### src/rtl/stq_pkg.sv
// Shared types, codes and helpers for the sorted timer queue.
// Used by stq_ram, stq_ctrl, stq_out_reg and sorted_timer_queue_unit.
package stq_pkg;

  localparam int ID_W     = 4;
  localparam int ID_COUNT = 16;
  localparam int TIME_W   = 32;
  localparam int OP_W     = 2;
  localparam int ST_W     = 3;

  localparam logic [OP_W-1:0] OP_ADD  = 2'd0;
  localparam logic [OP_W-1:0] OP_DEL  = 2'd1;
  localparam logic [OP_W-1:0] OP_POLL = 2'd2;
  localparam logic [OP_W-1:0] OP_SHUT = 2'd3;

  localparam logic [ST_W-1:0] ST_OK        = 3'd0;
  localparam logic [ST_W-1:0] ST_DUE       = 3'd1;
  localparam logic [ST_W-1:0] ST_NONE      = 3'd2;
  localparam logic [ST_W-1:0] ST_NOT_FOUND = 3'd3;
  localparam logic [ST_W-1:0] ST_FULL      = 3'd4;
  localparam logic [ST_W-1:0] ST_DUP       = 3'd5;
  localparam logic [ST_W-1:0] ST_SHUT      = 3'd6;

  // One result item.
  typedef struct packed {
    logic [ST_W-1:0]   status;
    logic [ID_W-1:0]   id;
    logic [TIME_W-1:0] wake;
    logic              shut;
    logic              last;
  } res_t;

  // Access request to the node memories (wake time and next link per handle).
  typedef struct packed {
    logic              rd_en;
    logic [ID_W-1:0]   rd_addr;
    logic              time_we;
    logic              next_we;
    logic [ID_W-1:0]   wr_addr;
    logic [TIME_W-1:0] wr_time;
    logic [ID_W-1:0]   wr_next;
  } mem_req_t;

  // True when a - b, read as a signed value, is positive.
  function automatic logic later_than(input logic [TIME_W-1:0] a,
                                      input logic [TIME_W-1:0] b);
    logic [TIME_W-1:0] d;
    d = a - b;
    return (d != '0) && !d[TIME_W-1];
  endfunction

endpackage

### src/rtl/stq_ram.sv
// Single-port-write, single-port-read memory with registered read data.
// One entry per timer handle; depth from stq_pkg.
module stq_ram #(
  parameter int WIDTH = 32
) (
  input  logic                    clk,
  input  logic                    rd_en,
  input  logic [stq_pkg::ID_W-1:0] rd_addr,
  output logic [WIDTH-1:0]        rd_data,
  input  logic                    wr_en,
  input  logic [stq_pkg::ID_W-1:0] wr_addr,
  input  logic [WIDTH-1:0]        wr_data
);

  logic [WIDTH-1:0] mem [stq_pkg::ID_COUNT];
  logic [WIDTH-1:0] rd_data_r;

  always_ff @(posedge clk) begin
    if (wr_en) begin
      mem[wr_addr] <= wr_data;
    end
    // Read data holds while no read is issued.
    if (rd_en) begin
      rd_data_r <= mem[rd_addr];
    end
  end

  assign rd_data = rd_data_r;

endmodule

### src/rtl/stq_out_reg.sv
// Output register for result items; decouples the controller from out_stall.
// Depends on stq_pkg for the result type.
module stq_out_reg (
  input  logic                      clk,
  input  logic                      rst_n,
  input  logic                      push,
  input  stq_pkg::res_t             res,
  output logic                      free,
  output logic                      out_valid,
  input  logic                      out_stall,
  output logic [stq_pkg::ST_W-1:0]  out_status,
  output logic [stq_pkg::ID_W-1:0]  out_due_id,
  output logic [stq_pkg::TIME_W-1:0] out_due_time,
  output logic                      out_is_shut_down,
  output logic                      out_last
);

  logic          valid_r;
  stq_pkg::res_t data_r;

  assign free = !valid_r || !out_stall;

  always_ff @(posedge clk) begin
    if (!rst_n) begin
      valid_r <= 1'b0;
    end else if (push) begin
      valid_r <= 1'b1;
    end else if (!out_stall) begin
      valid_r <= 1'b0;
    end
  end

  always_ff @(posedge clk) begin
    if (push) begin
      data_r <= res;
    end
  end

  assign out_valid        = valid_r;
  assign out_status       = data_r.status;
  assign out_due_id       = data_r.id;
  assign out_due_time     = data_r.wake;
  assign out_is_shut_down = data_r.shut;
  assign out_last         = data_r.last;

endmodule

### src/rtl/stq_ctrl.sv
// Sequencer of the timer queue: walks the linked list held in the node memories.
// Depends on stq_pkg; drives the stq_ram pair and stq_out_reg.
module stq_ctrl #(
  parameter int TIMER_COUNT = 16,
  parameter int CNT_W       = 5
) (
  input  logic                       clk,
  input  logic                       rst_n,
  input  logic                       in_valid,
  output logic                       busy,
  input  logic [stq_pkg::OP_W-1:0]   in_op,
  input  logic [stq_pkg::ID_W-1:0]   in_timer_id,
  input  logic [stq_pkg::TIME_W-1:0] in_wake_time,
  input  logic [stq_pkg::TIME_W-1:0] in_current_time,
  output stq_pkg::mem_req_t          mem_req,
  input  logic [stq_pkg::TIME_W-1:0] rd_time,
  input  logic [stq_pkg::ID_W-1:0]   rd_next,
  output logic                       res_push,
  output stq_pkg::res_t              res,
  input  logic                       res_free
);

  localparam logic [3:0] S_IDLE     = 4'd0;
  localparam logic [3:0] S_EXEC     = 4'd1;
  localparam logic [3:0] S_ADD_WALK = 4'd2;
  localparam logic [3:0] S_ADD_LINK = 4'd3;
  localparam logic [3:0] S_DEL_HEAD = 4'd4;
  localparam logic [3:0] S_DEL_WALK = 4'd5;
  localparam logic [3:0] S_DEL_SKIP = 4'd6;
  localparam logic [3:0] S_POLL_CHK = 4'd7;
  localparam logic [3:0] S_POLL_END = 4'd8;
  localparam logic [3:0] S_RESP     = 4'd9;

  localparam logic [CNT_W-1:0] CNT_ONE  = CNT_W'(1);
  localparam logic [CNT_W-1:0] CNT_FULL = CNT_W'(TIMER_COUNT);

  logic [3:0]                   state_r, state_nxt;
  logic [stq_pkg::OP_W-1:0]     op_r, op_nxt;
  logic [stq_pkg::ID_W-1:0]     id_r, id_nxt;
  logic [stq_pkg::TIME_W-1:0]   wake_r, wake_nxt;
  logic [stq_pkg::TIME_W-1:0]   now_r, now_nxt;
  logic [stq_pkg::ID_W-1:0]     head_r, head_nxt;
  logic [CNT_W-1:0]             count_r, count_nxt;
  logic [CNT_W-1:0]             pos_r, pos_nxt;
  logic [stq_pkg::ID_W-1:0]     cur_r, cur_nxt;
  logic [stq_pkg::ID_W-1:0]     prev_r, prev_nxt;
  logic [stq_pkg::ID_COUNT-1:0] mark_r, mark_nxt;
  logic                         shut_r, shut_nxt;
  logic                         pend_v_r, pend_v_nxt;
  logic [stq_pkg::ID_W-1:0]     pend_id_r, pend_id_nxt;
  logic [stq_pkg::TIME_W-1:0]   pend_time_r, pend_time_nxt;
  logic [stq_pkg::ST_W-1:0]     st_r, st_nxt;
  logic                         due;

  assign busy = (state_r != S_IDLE);
  assign due  = !stq_pkg::later_than(rd_time, now_r);

  always_comb begin
    state_nxt     = state_r;
    op_nxt        = op_r;
    id_nxt        = id_r;
    wake_nxt      = wake_r;
    now_nxt       = now_r;
    head_nxt      = head_r;
    count_nxt     = count_r;
    pos_nxt       = pos_r;
    cur_nxt       = cur_r;
    prev_nxt      = prev_r;
    mark_nxt      = mark_r;
    shut_nxt      = shut_r;
    pend_v_nxt    = pend_v_r;
    pend_id_nxt   = pend_id_r;
    pend_time_nxt = pend_time_r;
    st_nxt        = st_r;
    mem_req       = '0;
    res_push      = 1'b0;
    res           = '{status: stq_pkg::ST_OK, id: '0, wake: '0, shut: shut_r, last: 1'b1};

    unique case (state_r)
      S_IDLE: begin
        if (in_valid) begin
          op_nxt    = in_op;
          id_nxt    = in_timer_id;
          wake_nxt  = in_wake_time;
          now_nxt   = in_current_time;
          state_nxt = S_EXEC;
        end
      end

      S_EXEC: begin
        unique case (op_r)
          stq_pkg::OP_ADD: begin
            if (mark_r[id_r]) begin
              st_nxt    = stq_pkg::ST_DUP;
              state_nxt = S_RESP;
            end else if (count_r >= CNT_FULL) begin
              st_nxt    = stq_pkg::ST_FULL;
              state_nxt = S_RESP;
            end else if (count_r == '0) begin
              mem_req.time_we = 1'b1;
              mem_req.next_we = 1'b1;
              mem_req.wr_addr = id_r;
              mem_req.wr_time = wake_r;
              head_nxt        = id_r;
              count_nxt       = count_r + CNT_ONE;
              mark_nxt[id_r]  = 1'b1;
              st_nxt          = stq_pkg::ST_OK;
              state_nxt       = S_RESP;
            end else begin
              mem_req.rd_en   = 1'b1;
              mem_req.rd_addr = head_r;
              cur_nxt         = head_r;
              pos_nxt         = '0;
              state_nxt       = S_ADD_WALK;
            end
          end
          stq_pkg::OP_DEL: begin
            if (!mark_r[id_r]) begin
              st_nxt    = stq_pkg::ST_NOT_FOUND;
              state_nxt = S_RESP;
            end else if (head_r == id_r) begin
              mem_req.rd_en   = 1'b1;
              mem_req.rd_addr = id_r;
              state_nxt       = S_DEL_HEAD;
            end else begin
              mem_req.rd_en   = 1'b1;
              mem_req.rd_addr = head_r;
              cur_nxt         = head_r;
              state_nxt       = S_DEL_WALK;
            end
          end
          stq_pkg::OP_POLL: begin
            if (shut_r) begin
              st_nxt    = stq_pkg::ST_SHUT;
              state_nxt = S_RESP;
            end else if (count_r == '0) begin
              st_nxt    = stq_pkg::ST_NONE;
              state_nxt = S_RESP;
            end else begin
              mem_req.rd_en   = 1'b1;
              mem_req.rd_addr = head_r;
              state_nxt       = S_POLL_CHK;
            end
          end
          stq_pkg::OP_SHUT: begin
            shut_nxt  = 1'b1;
            st_nxt    = stq_pkg::ST_OK;
            state_nxt = S_RESP;
          end
          default: state_nxt = S_IDLE;
        endcase
      end

      // Read data holds the entry at cur_r. The new timer goes before the
      // first entry that is strictly later, so equal times keep their order.
      S_ADD_WALK: begin
        if (stq_pkg::later_than(rd_time, wake_r)) begin
          mem_req.time_we = 1'b1;
          mem_req.next_we = 1'b1;
          mem_req.wr_addr = id_r;
          mem_req.wr_time = wake_r;
          mem_req.wr_next = cur_r;
          if (pos_r == '0) begin
            head_nxt       = id_r;
            count_nxt      = count_r + CNT_ONE;
            mark_nxt[id_r] = 1'b1;
            st_nxt         = stq_pkg::ST_OK;
            state_nxt      = S_RESP;
          end else begin
            state_nxt = S_ADD_LINK;
          end
        end else if (pos_r + CNT_ONE == count_r) begin
          mem_req.time_we = 1'b1;
          mem_req.next_we = 1'b1;
          mem_req.wr_addr = id_r;
          mem_req.wr_time = wake_r;
          mem_req.wr_next = rd_next;
          prev_nxt        = cur_r;
          state_nxt       = S_ADD_LINK;
        end else begin
          mem_req.rd_en   = 1'b1;
          mem_req.rd_addr = rd_next;
          prev_nxt        = cur_r;
          cur_nxt         = rd_next;
          pos_nxt         = pos_r + CNT_ONE;
        end
      end

      S_ADD_LINK: begin
        mem_req.next_we = 1'b1;
        mem_req.wr_addr = prev_r;
        mem_req.wr_next = id_r;
        count_nxt       = count_r + CNT_ONE;
        mark_nxt[id_r]  = 1'b1;
        st_nxt          = stq_pkg::ST_OK;
        state_nxt       = S_RESP;
      end

      S_DEL_HEAD: begin
        head_nxt       = rd_next;
        count_nxt      = count_r - CNT_ONE;
        mark_nxt[id_r] = 1'b0;
        st_nxt         = stq_pkg::ST_OK;
        state_nxt      = S_RESP;
      end

      // The handle is known to be queued, so the walk always finds its predecessor.
      S_DEL_WALK: begin
        mem_req.rd_en = 1'b1;
        if (rd_next == id_r) begin
          mem_req.rd_addr = id_r;
          state_nxt       = S_DEL_SKIP;
        end else begin
          mem_req.rd_addr = rd_next;
          cur_nxt         = rd_next;
        end
      end

      S_DEL_SKIP: begin
        mem_req.next_we = 1'b1;
        mem_req.wr_addr = cur_r;
        mem_req.wr_next = rd_next;
        count_nxt       = count_r - CNT_ONE;
        mark_nxt[id_r]  = 1'b0;
        st_nxt          = stq_pkg::ST_OK;
        state_nxt       = S_RESP;
      end

      // A due entry is held back one step, so that the last flag is known
      // when it is sent.
      S_POLL_CHK: begin
        if (due) begin
          if (!pend_v_r || res_free) begin
            if (pend_v_r) begin
              res_push = 1'b1;
              res      = '{status: stq_pkg::ST_DUE, id: pend_id_r, wake: pend_time_r,
                           shut: shut_r, last: 1'b0};
            end
            pend_v_nxt       = 1'b1;
            pend_id_nxt      = head_r;
            pend_time_nxt    = rd_time;
            head_nxt         = rd_next;
            count_nxt        = count_r - CNT_ONE;
            mark_nxt[head_r] = 1'b0;
            if (count_r == CNT_ONE) begin
              state_nxt = S_POLL_END;
            end else begin
              mem_req.rd_en   = 1'b1;
              mem_req.rd_addr = rd_next;
            end
          end
        end else begin
          state_nxt = S_POLL_END;
        end
      end

      S_POLL_END: begin
        if (res_free) begin
          res_push = 1'b1;
          if (pend_v_r) begin
            res = '{status: stq_pkg::ST_DUE, id: pend_id_r, wake: pend_time_r,
                    shut: shut_r, last: 1'b1};
          end else begin
            res.status = stq_pkg::ST_NONE;
          end
          pend_v_nxt = 1'b0;
          state_nxt  = S_IDLE;
        end
      end

      S_RESP: begin
        if (res_free) begin
          res_push   = 1'b1;
          res.status = st_r;
          state_nxt  = S_IDLE;
        end
      end

      default: state_nxt = S_IDLE;
    endcase
  end

  always_ff @(posedge clk) begin
    if (!rst_n) begin
      state_r  <= S_IDLE;
      head_r   <= '0;
      count_r  <= '0;
      mark_r   <= '0;
      shut_r   <= 1'b0;
      pend_v_r <= 1'b0;
    end else begin
      state_r  <= state_nxt;
      head_r   <= head_nxt;
      count_r  <= count_nxt;
      mark_r   <= mark_nxt;
      shut_r   <= shut_nxt;
      pend_v_r <= pend_v_nxt;
    end
  end

  always_ff @(posedge clk) begin
    op_r        <= op_nxt;
    id_r        <= id_nxt;
    wake_r      <= wake_nxt;
    now_r       <= now_nxt;
    pos_r       <= pos_nxt;
    cur_r       <= cur_nxt;
    prev_r      <= prev_nxt;
    pend_id_r   <= pend_id_nxt;
    pend_time_r <= pend_time_nxt;
    st_r        <= st_nxt;
  end

endmodule

### src/rtl/sorted_timer_queue_unit.sv
// Top level of the sorted timer queue: controller, node memories, output register.
// Depends on stq_pkg, stq_ram, stq_ctrl and stq_out_reg.
//
//   Channel   Handshake                 Payload
//   in        in_valid / in_stall       in_op, in_timer_id, in_wake_time, in_current_time
//   out       out_valid / out_stall     out_status, out_due_id, out_due_time,
//                                       out_is_shut_down, out_last
//
// Timers form a linked list in wake-time order, one memory entry per handle.
// A rejected item, a shut down, an add to an empty queue and a poll of an empty or shut
// down queue need no memory read. An add walks the list from the head to the first entry
// that is strictly later, or to the tail; a delete of a non-head entry walks to its predecessor.
// A poll reads from the head and removes each due timer in turn. One item is in work at a
// time; in_stall is high from acceptance until its last result is in the output register,
// so out_stall can hold it longer.
// Reset is synchronous and empties the queue.
module sorted_timer_queue_unit #(
  parameter int TIMER_COUNT = 16
) (
  input  logic                       clk,
  input  logic                       rst_n,
  input  logic                       in_valid,
  output logic                       in_stall,
  input  logic [stq_pkg::OP_W-1:0]   in_op,
  input  logic [stq_pkg::ID_W-1:0]   in_timer_id,
  input  logic [stq_pkg::TIME_W-1:0] in_wake_time,
  input  logic [stq_pkg::TIME_W-1:0] in_current_time,
  output logic                       out_valid,
  input  logic                       out_stall,
  output logic [stq_pkg::ST_W-1:0]   out_status,
  output logic [stq_pkg::ID_W-1:0]   out_due_id,
  output logic [stq_pkg::TIME_W-1:0] out_due_time,
  output logic                       out_is_shut_down,
  output logic                       out_last
);

  localparam int CNT_W = $clog2(TIMER_COUNT + 1);

  stq_pkg::mem_req_t          mem_req;
  stq_pkg::res_t              res;
  logic [stq_pkg::TIME_W-1:0] rd_time;
  logic [stq_pkg::ID_W-1:0]   rd_next;
  logic                       res_push;
  logic                       res_free;
  logic                       busy;

  assign in_stall = busy;

  stq_ctrl #(
    .TIMER_COUNT(TIMER_COUNT),
    .CNT_W      (CNT_W)
  ) u_ctrl (
    .clk            (clk),
    .rst_n          (rst_n),
    .in_valid       (in_valid),
    .busy           (busy),
    .in_op          (in_op),
    .in_timer_id    (in_timer_id),
    .in_wake_time   (in_wake_time),
    .in_current_time(in_current_time),
    .mem_req        (mem_req),
    .rd_time        (rd_time),
    .rd_next        (rd_next),
    .res_push       (res_push),
    .res            (res),
    .res_free       (res_free)
  );

  stq_ram #(.WIDTH(stq_pkg::TIME_W)) u_time_ram (
    .clk    (clk),
    .rd_en  (mem_req.rd_en),
    .rd_addr(mem_req.rd_addr),
    .rd_data(rd_time),
    .wr_en  (mem_req.time_we),
    .wr_addr(mem_req.wr_addr),
    .wr_data(mem_req.wr_time)
  );

  stq_ram #(.WIDTH(stq_pkg::ID_W)) u_next_ram (
    .clk    (clk),
    .rd_en  (mem_req.rd_en),
    .rd_addr(mem_req.rd_addr),
    .rd_data(rd_next),
    .wr_en  (mem_req.next_we),
    .wr_addr(mem_req.wr_addr),
    .wr_data(mem_req.wr_next)
  );

  stq_out_reg u_out (
    .clk             (clk),
    .rst_n           (rst_n),
    .push            (res_push),
    .res             (res),
    .free            (res_free),
    .out_valid       (out_valid),
    .out_stall       (out_stall),
    .out_status      (out_status),
    .out_due_id      (out_due_id),
    .out_due_time    (out_due_time),
    .out_is_shut_down(out_is_shut_down),
    .out_last        (out_last)
  );

  a_push_has_room: assert property (@(posedge clk) disable iff (!rst_n)
    res_push |-> res_free)
    else $error("result pushed while the output register is full");

  a_idle_no_push: assert property (@(posedge clk) disable iff (!rst_n)
    !busy |-> !res_push)
    else $error("result pushed while no item is in work");

  a_time_with_link: assert property (@(posedge clk) disable iff (!rst_n)
    mem_req.time_we |-> mem_req.next_we)
    else $error("wake time written without its link");

  a_accept_busy: assert property (@(posedge clk) disable iff (!rst_n)
    (in_valid && !in_stall) |=> in_stall)
    else $error("accepted item did not stall the input");

endmodule
### config.mk
export PLATFORM = sky130hd
export DESIGN_NAME = sorted_timer_queue_unit
export DESIGN_NICKNAME = d
export VERILOG_FILES = /design/src/rtl/stq_pkg.sv /design/src/rtl/stq_ram.sv /design/src/rtl/stq_out_reg.sv /design/src/rtl/stq_ctrl.sv /design/src/rtl/sorted_timer_queue_unit.sv
export SDC_FILE = /design/constraint.sdc
export NUM_CORES = 1
export LEC_CHECK = 0
export ABC_AREA = 1
export BUFFER_PORTS_ARGS = -buffer_cell sky130_fd_sc_hd__buf_2
export CAP_MARGIN = 20
export CELL_PAD_IN_SITES_DETAIL_PLACEMENT = 1
export CELL_PAD_IN_SITES_GLOBAL_PLACEMENT = 1
export CORE_ASPECT_RATIO = 0.8
export CORE_MARGIN = 2
export CORE_UTILIZATION = 30
export DETAILED_ROUTE_END_ITERATION = 16
export PLACE_DENSITY = 0.51
export SYNTH_ARGS = -nofsm -noshare
export SYNTH_HDL_FRONTEND = slang
export SYNTH_SLANG_ARGS = --single-unit
### constraint.sdc
create_clock -name clk -period 10.2 [get_ports clk]
set_clock_uncertainty 0.15 [all_clocks]
set_input_delay 1.53 -clock clk [delete_from_list [all_inputs] [get_ports clk]]
set_output_delay 1.53 -clock clk [all_outputs]
set_load 0.05 [all_outputs]
==> results_dict.tcl <==
set metrics [dict create \
    grt_max_degree 184 \
    synth_warnings 0 \
    dieWidth_um 418.6 \
    period_share_pct 69.37 \
    final_layout_size_suffix_gt1_share_pct 7.284 \
    dp_hpwl_mm 89.89 \
    gp_congestion 0.8730 \
    status "complete, no violations" \
    dpl-instance-area_mm2 0.04364 \
    cts_buffers 93 \
    ir_drop_mv 0.1297 \
    post-route-drc-count 0 \
    cpMaxStageDelayCell "nand3_4" \
    path_class "flop to flop" \
    num_rows 121 \
    timing.hold.ws_ps 325.3 \
    pwr-share-seq_pct 36.8 \
    crit_family "simple AND/OR/NAND/NOR gates" \
    portBuffers 116 \
    wl_per_cell_um 22.45 \
    htree_levels 3 \
    clock.fmax_mhz 141.3 \
    synth_area_mm2 0.04125 \
    p_leak_nw 21.04 \
    drt-total-wl_mm 146.1 \
    yosysSeqAreaShare_pct 57.98 \
    dr.pass1.iters 5 \
    max-cap-violations 0 \
    cts_tree "yes" \
    antenna_found_initial 9 \
    worstPathRequired_ps 10400 \
    hold_buffers 0 \
    grt_pass1_wl_mm 215.9 \
    final.min_clock_period_ps 7075 \
    crit_fanout 165 \
    switchingPower_mw 5.343 \
    syn_area_per_cell_um2 8.961 \
    rsz0062_at_grt "false" \
    track_usage_pct 20.75 \
    final_max_slew_viol_count 0 \
    clkPwrFrac_pct 25.5 \
    dieArea_mm2 0.1405 \
    synth_flop_cell "edfxtp_1" \
    root_buffer "clkbuf_16" \
    drt_iter0_markers 2157 \
    async_flop_share_pct 0 \
    tns_ps 0 \
    start_kind "flop" \
    final_cell_mix "inv_1 (1045), nand2_1 (998), edfxtp_1 (775)" \
    hold_class "flop to flop" \
    clk_latency_ps 720 \
    final_common_cell "inv_1" \
    cts.clk_slew.worst_paths_ps 60 \
    avgViaCountPerCell 4.856 \
    path_cells "inv_1 > ha_1 > fa_1 > inv_1 > nand3_1 > nand3_1 > nand2_1 > nand3_1 > nand3_1 > nand3_1 > nand2_1 > nor2_1 > nand2_1 > nor2_1 > nand3_1 > nand2_4 > nand3_4 > nand3_4 > buf_12 > nand2_1 > nand3_1 > nand3_1 > nand3_1 > nand2_1" \
    overflow 0 \
    final_nets 4801 \
    relSlewSlack_pct 23.78 \
    vias 31601 \
    ant_nets 0 \
    clockBufferDepth 3 \
    io_pins 117 \
    cp-end-kind "flop" \
    power.internal_mw 7.358 \
    fp.dieH_um 335.6 \
    syn2layout_area_growth_pct 12.88 \
    ys_types 53 \
    coreArea_mm2 0.1363 \
    slowest_delay_ps 970 \
    setup_viol 0 \
    combPwrFrac_pct 37.7 \
    grt_pass1_vias 31650 \
    power_density_mw_per_mm2 272.8 \
    synth_fp_nets 4750 \
    hold_viol 0 \
    tightest_slew_ps 1143 \
    synth-edff-count 775 \
    final.fill_count 15771 \
    start_util_pct 30.27 \
    final_area_mm2 0.04656 \
    path_buf_inv 3 \
    critPathArrivalTime_ps 7280 \
    cts_sinks 807 \
    synthCells 4603 \
    post-cts-setup-buffer-count 0 \
    p_sw_share_pct 42.07 \
    post_cts_resized 0 \
    ys_ff_latch 807 \
    timing.critical_path.mode_cell "nand3_1" \
]
## worst reg2reg max path: cells and delay by family, from the launching register on
kind / cells / cell delay [ps]
adder cells (fa/ha/maj): 2 / 700
flip-flops: 1 / 610
buffers and inverters: 3 / 960
AND/OR/NAND/NOR: 19 / 4310
## final cells by class
cell class	instances	area, µm²	share of cell area (%)
Clock buffer	119	2446	5.254
Tap cell	1783	2231	4.792
Multi-Input combinational cell	2532	12570	27.00
Sequential cell	807	23910	51.36
Timing Repair Buffer	160	1006	2.161
Antenna cell	1	2.502	0.005375
Clock inverter	45	397.9	0.8546
Inverter	1060	3990	8.570
## Yosys cell counts, types with 2 or more instances
cell type,count,area share (%)
inv_1,1045,9.5
nand2_1,1001,9.1
edfxtp_1,775,56
nand3_1,610,7.4
nand4_1,311,4.7
nor2_1,247,2.2
clkbuf_1,89,0.81
ha_1,71,2.2
a21oi_1,70,0.85
buf_2,70,0.85
o21ai_0,63,0.76
nor3_1,36,0.44
buf_1,33,0.30
dfxtp_1,32,1.6
xor2_1,28,0.59
inv_2,14,0.13
xnor2_1,12,0.25
and2_1,9,0.14
o22ai_1,8,0.12
buf_6,7,0.19
nor2_2,6,0.091
a31oi_1,5,0.076
buf_4,5,0.091
nand2_2,5,0.076
o311ai_0,5,0.11
a22oi_1,4,0.073
nor3_2,4,0.097
o21ai_1,4,0.049
a21oi_2,3,0.064
nand3b_1,3,0.055
a211oi_1,2,0.036
a21boi_0,2,0.036
a221o_1,2,0.049
fa_1,2,0.097
o221ai_1,2,0.042
## worst paths after layout
kind                                                      start                         endpoint  slack (ps)  cells after the start
worst min-delay path              u_ctrl.mark_r[7]$_SDFFE_PN0P_    u_ctrl.mark_r[7]$_SDFFE_PN0P_         330                      2
worst max-delay path            u_time_ram.rd_data[0]$_DFFE_PP_  u_time_ram.rd_data[7]$_DFFE_PP_        3120                     24
worst max register to register  u_time_ram.rd_data[0]$_DFFE_PP_  u_time_ram.rd_data[7]$_DFFE_PP_        3120                     24
worst min register to register    u_ctrl.mark_r[7]$_SDFFE_PN0P_    u_ctrl.mark_r[7]$_SDFFE_PN0P_         330                      2
## state kept, by name (all words and copies together) (netlist names), 5 cells and up
signal              cells
u_time_ram.mem        512
u_ctrl.wake_r          32
u_next_ram.mem         64
u_ctrl.pend_time_r     32
u_time_ram.rd_data     32
u_ctrl.count_r          5
u_out.out_due_time     32
u_ctrl.mark_r          16
u_ctrl.now_r           32
u_ctrl.pos_r            5
## per-stage QoR
step | instances | util, % | worst slack (ps) | power (mW)
final | 6507 | 34.17 | 3125 | 12.70
after global routing | 6506 | 34.17 | 2461 | 13.54
after CTS | 6503 | 34.12 | 2981 | 12.87
after detailed placement | 6339 | 32.03 | 3011 | 9.573
after global placement | 6339 | 32.03 | 3081 | 9.557
after floorplan | 4603 | - | 4481 | 7.713
## routing by layer
metal	global-route usage (%)	wire (µm)	up-vias	part of all wire, %
met3	3.290	6037	174	4.1
li1	-	-	15151	-
met1	30.11	72200	15728	49
met2	32.08	64150	544	44
met5	0	26	-	0.018
met4	5.300	3690	4	2.5
## kinds of logic (layout without fill, tap and decap cells)
| kind of cell | after synthesis | after routing | synth area share (%) |
|---|---|---|---|
| fa+ha+maj | 73 | 73 | 2.251 |
| xor+xnor | 40 | 40 | 0.8494 |
| buf+inv | 1264 | 1384 | 11.89 |
| simple gates | 2241 | 2241 | 24.58 |
| other cells | 0 | 1 | 0 |
| compound gates | 178 | 178 | 2.454 |
| flops | 807 | 807 | 57.98 |
## power groups by stage
stage	Sequential, mW	Clock (mW)	Combinational (mW)
finish	4.67	3.24	4.79
global placement	4.74	0	4.82
global route	4.70	3.45	5.39
CTS	4.68	3.34	4.85
detailed placement	4.74	0	4.83
floorplan	4.68	0	3.04
Power figures use the tool's default switching activity.
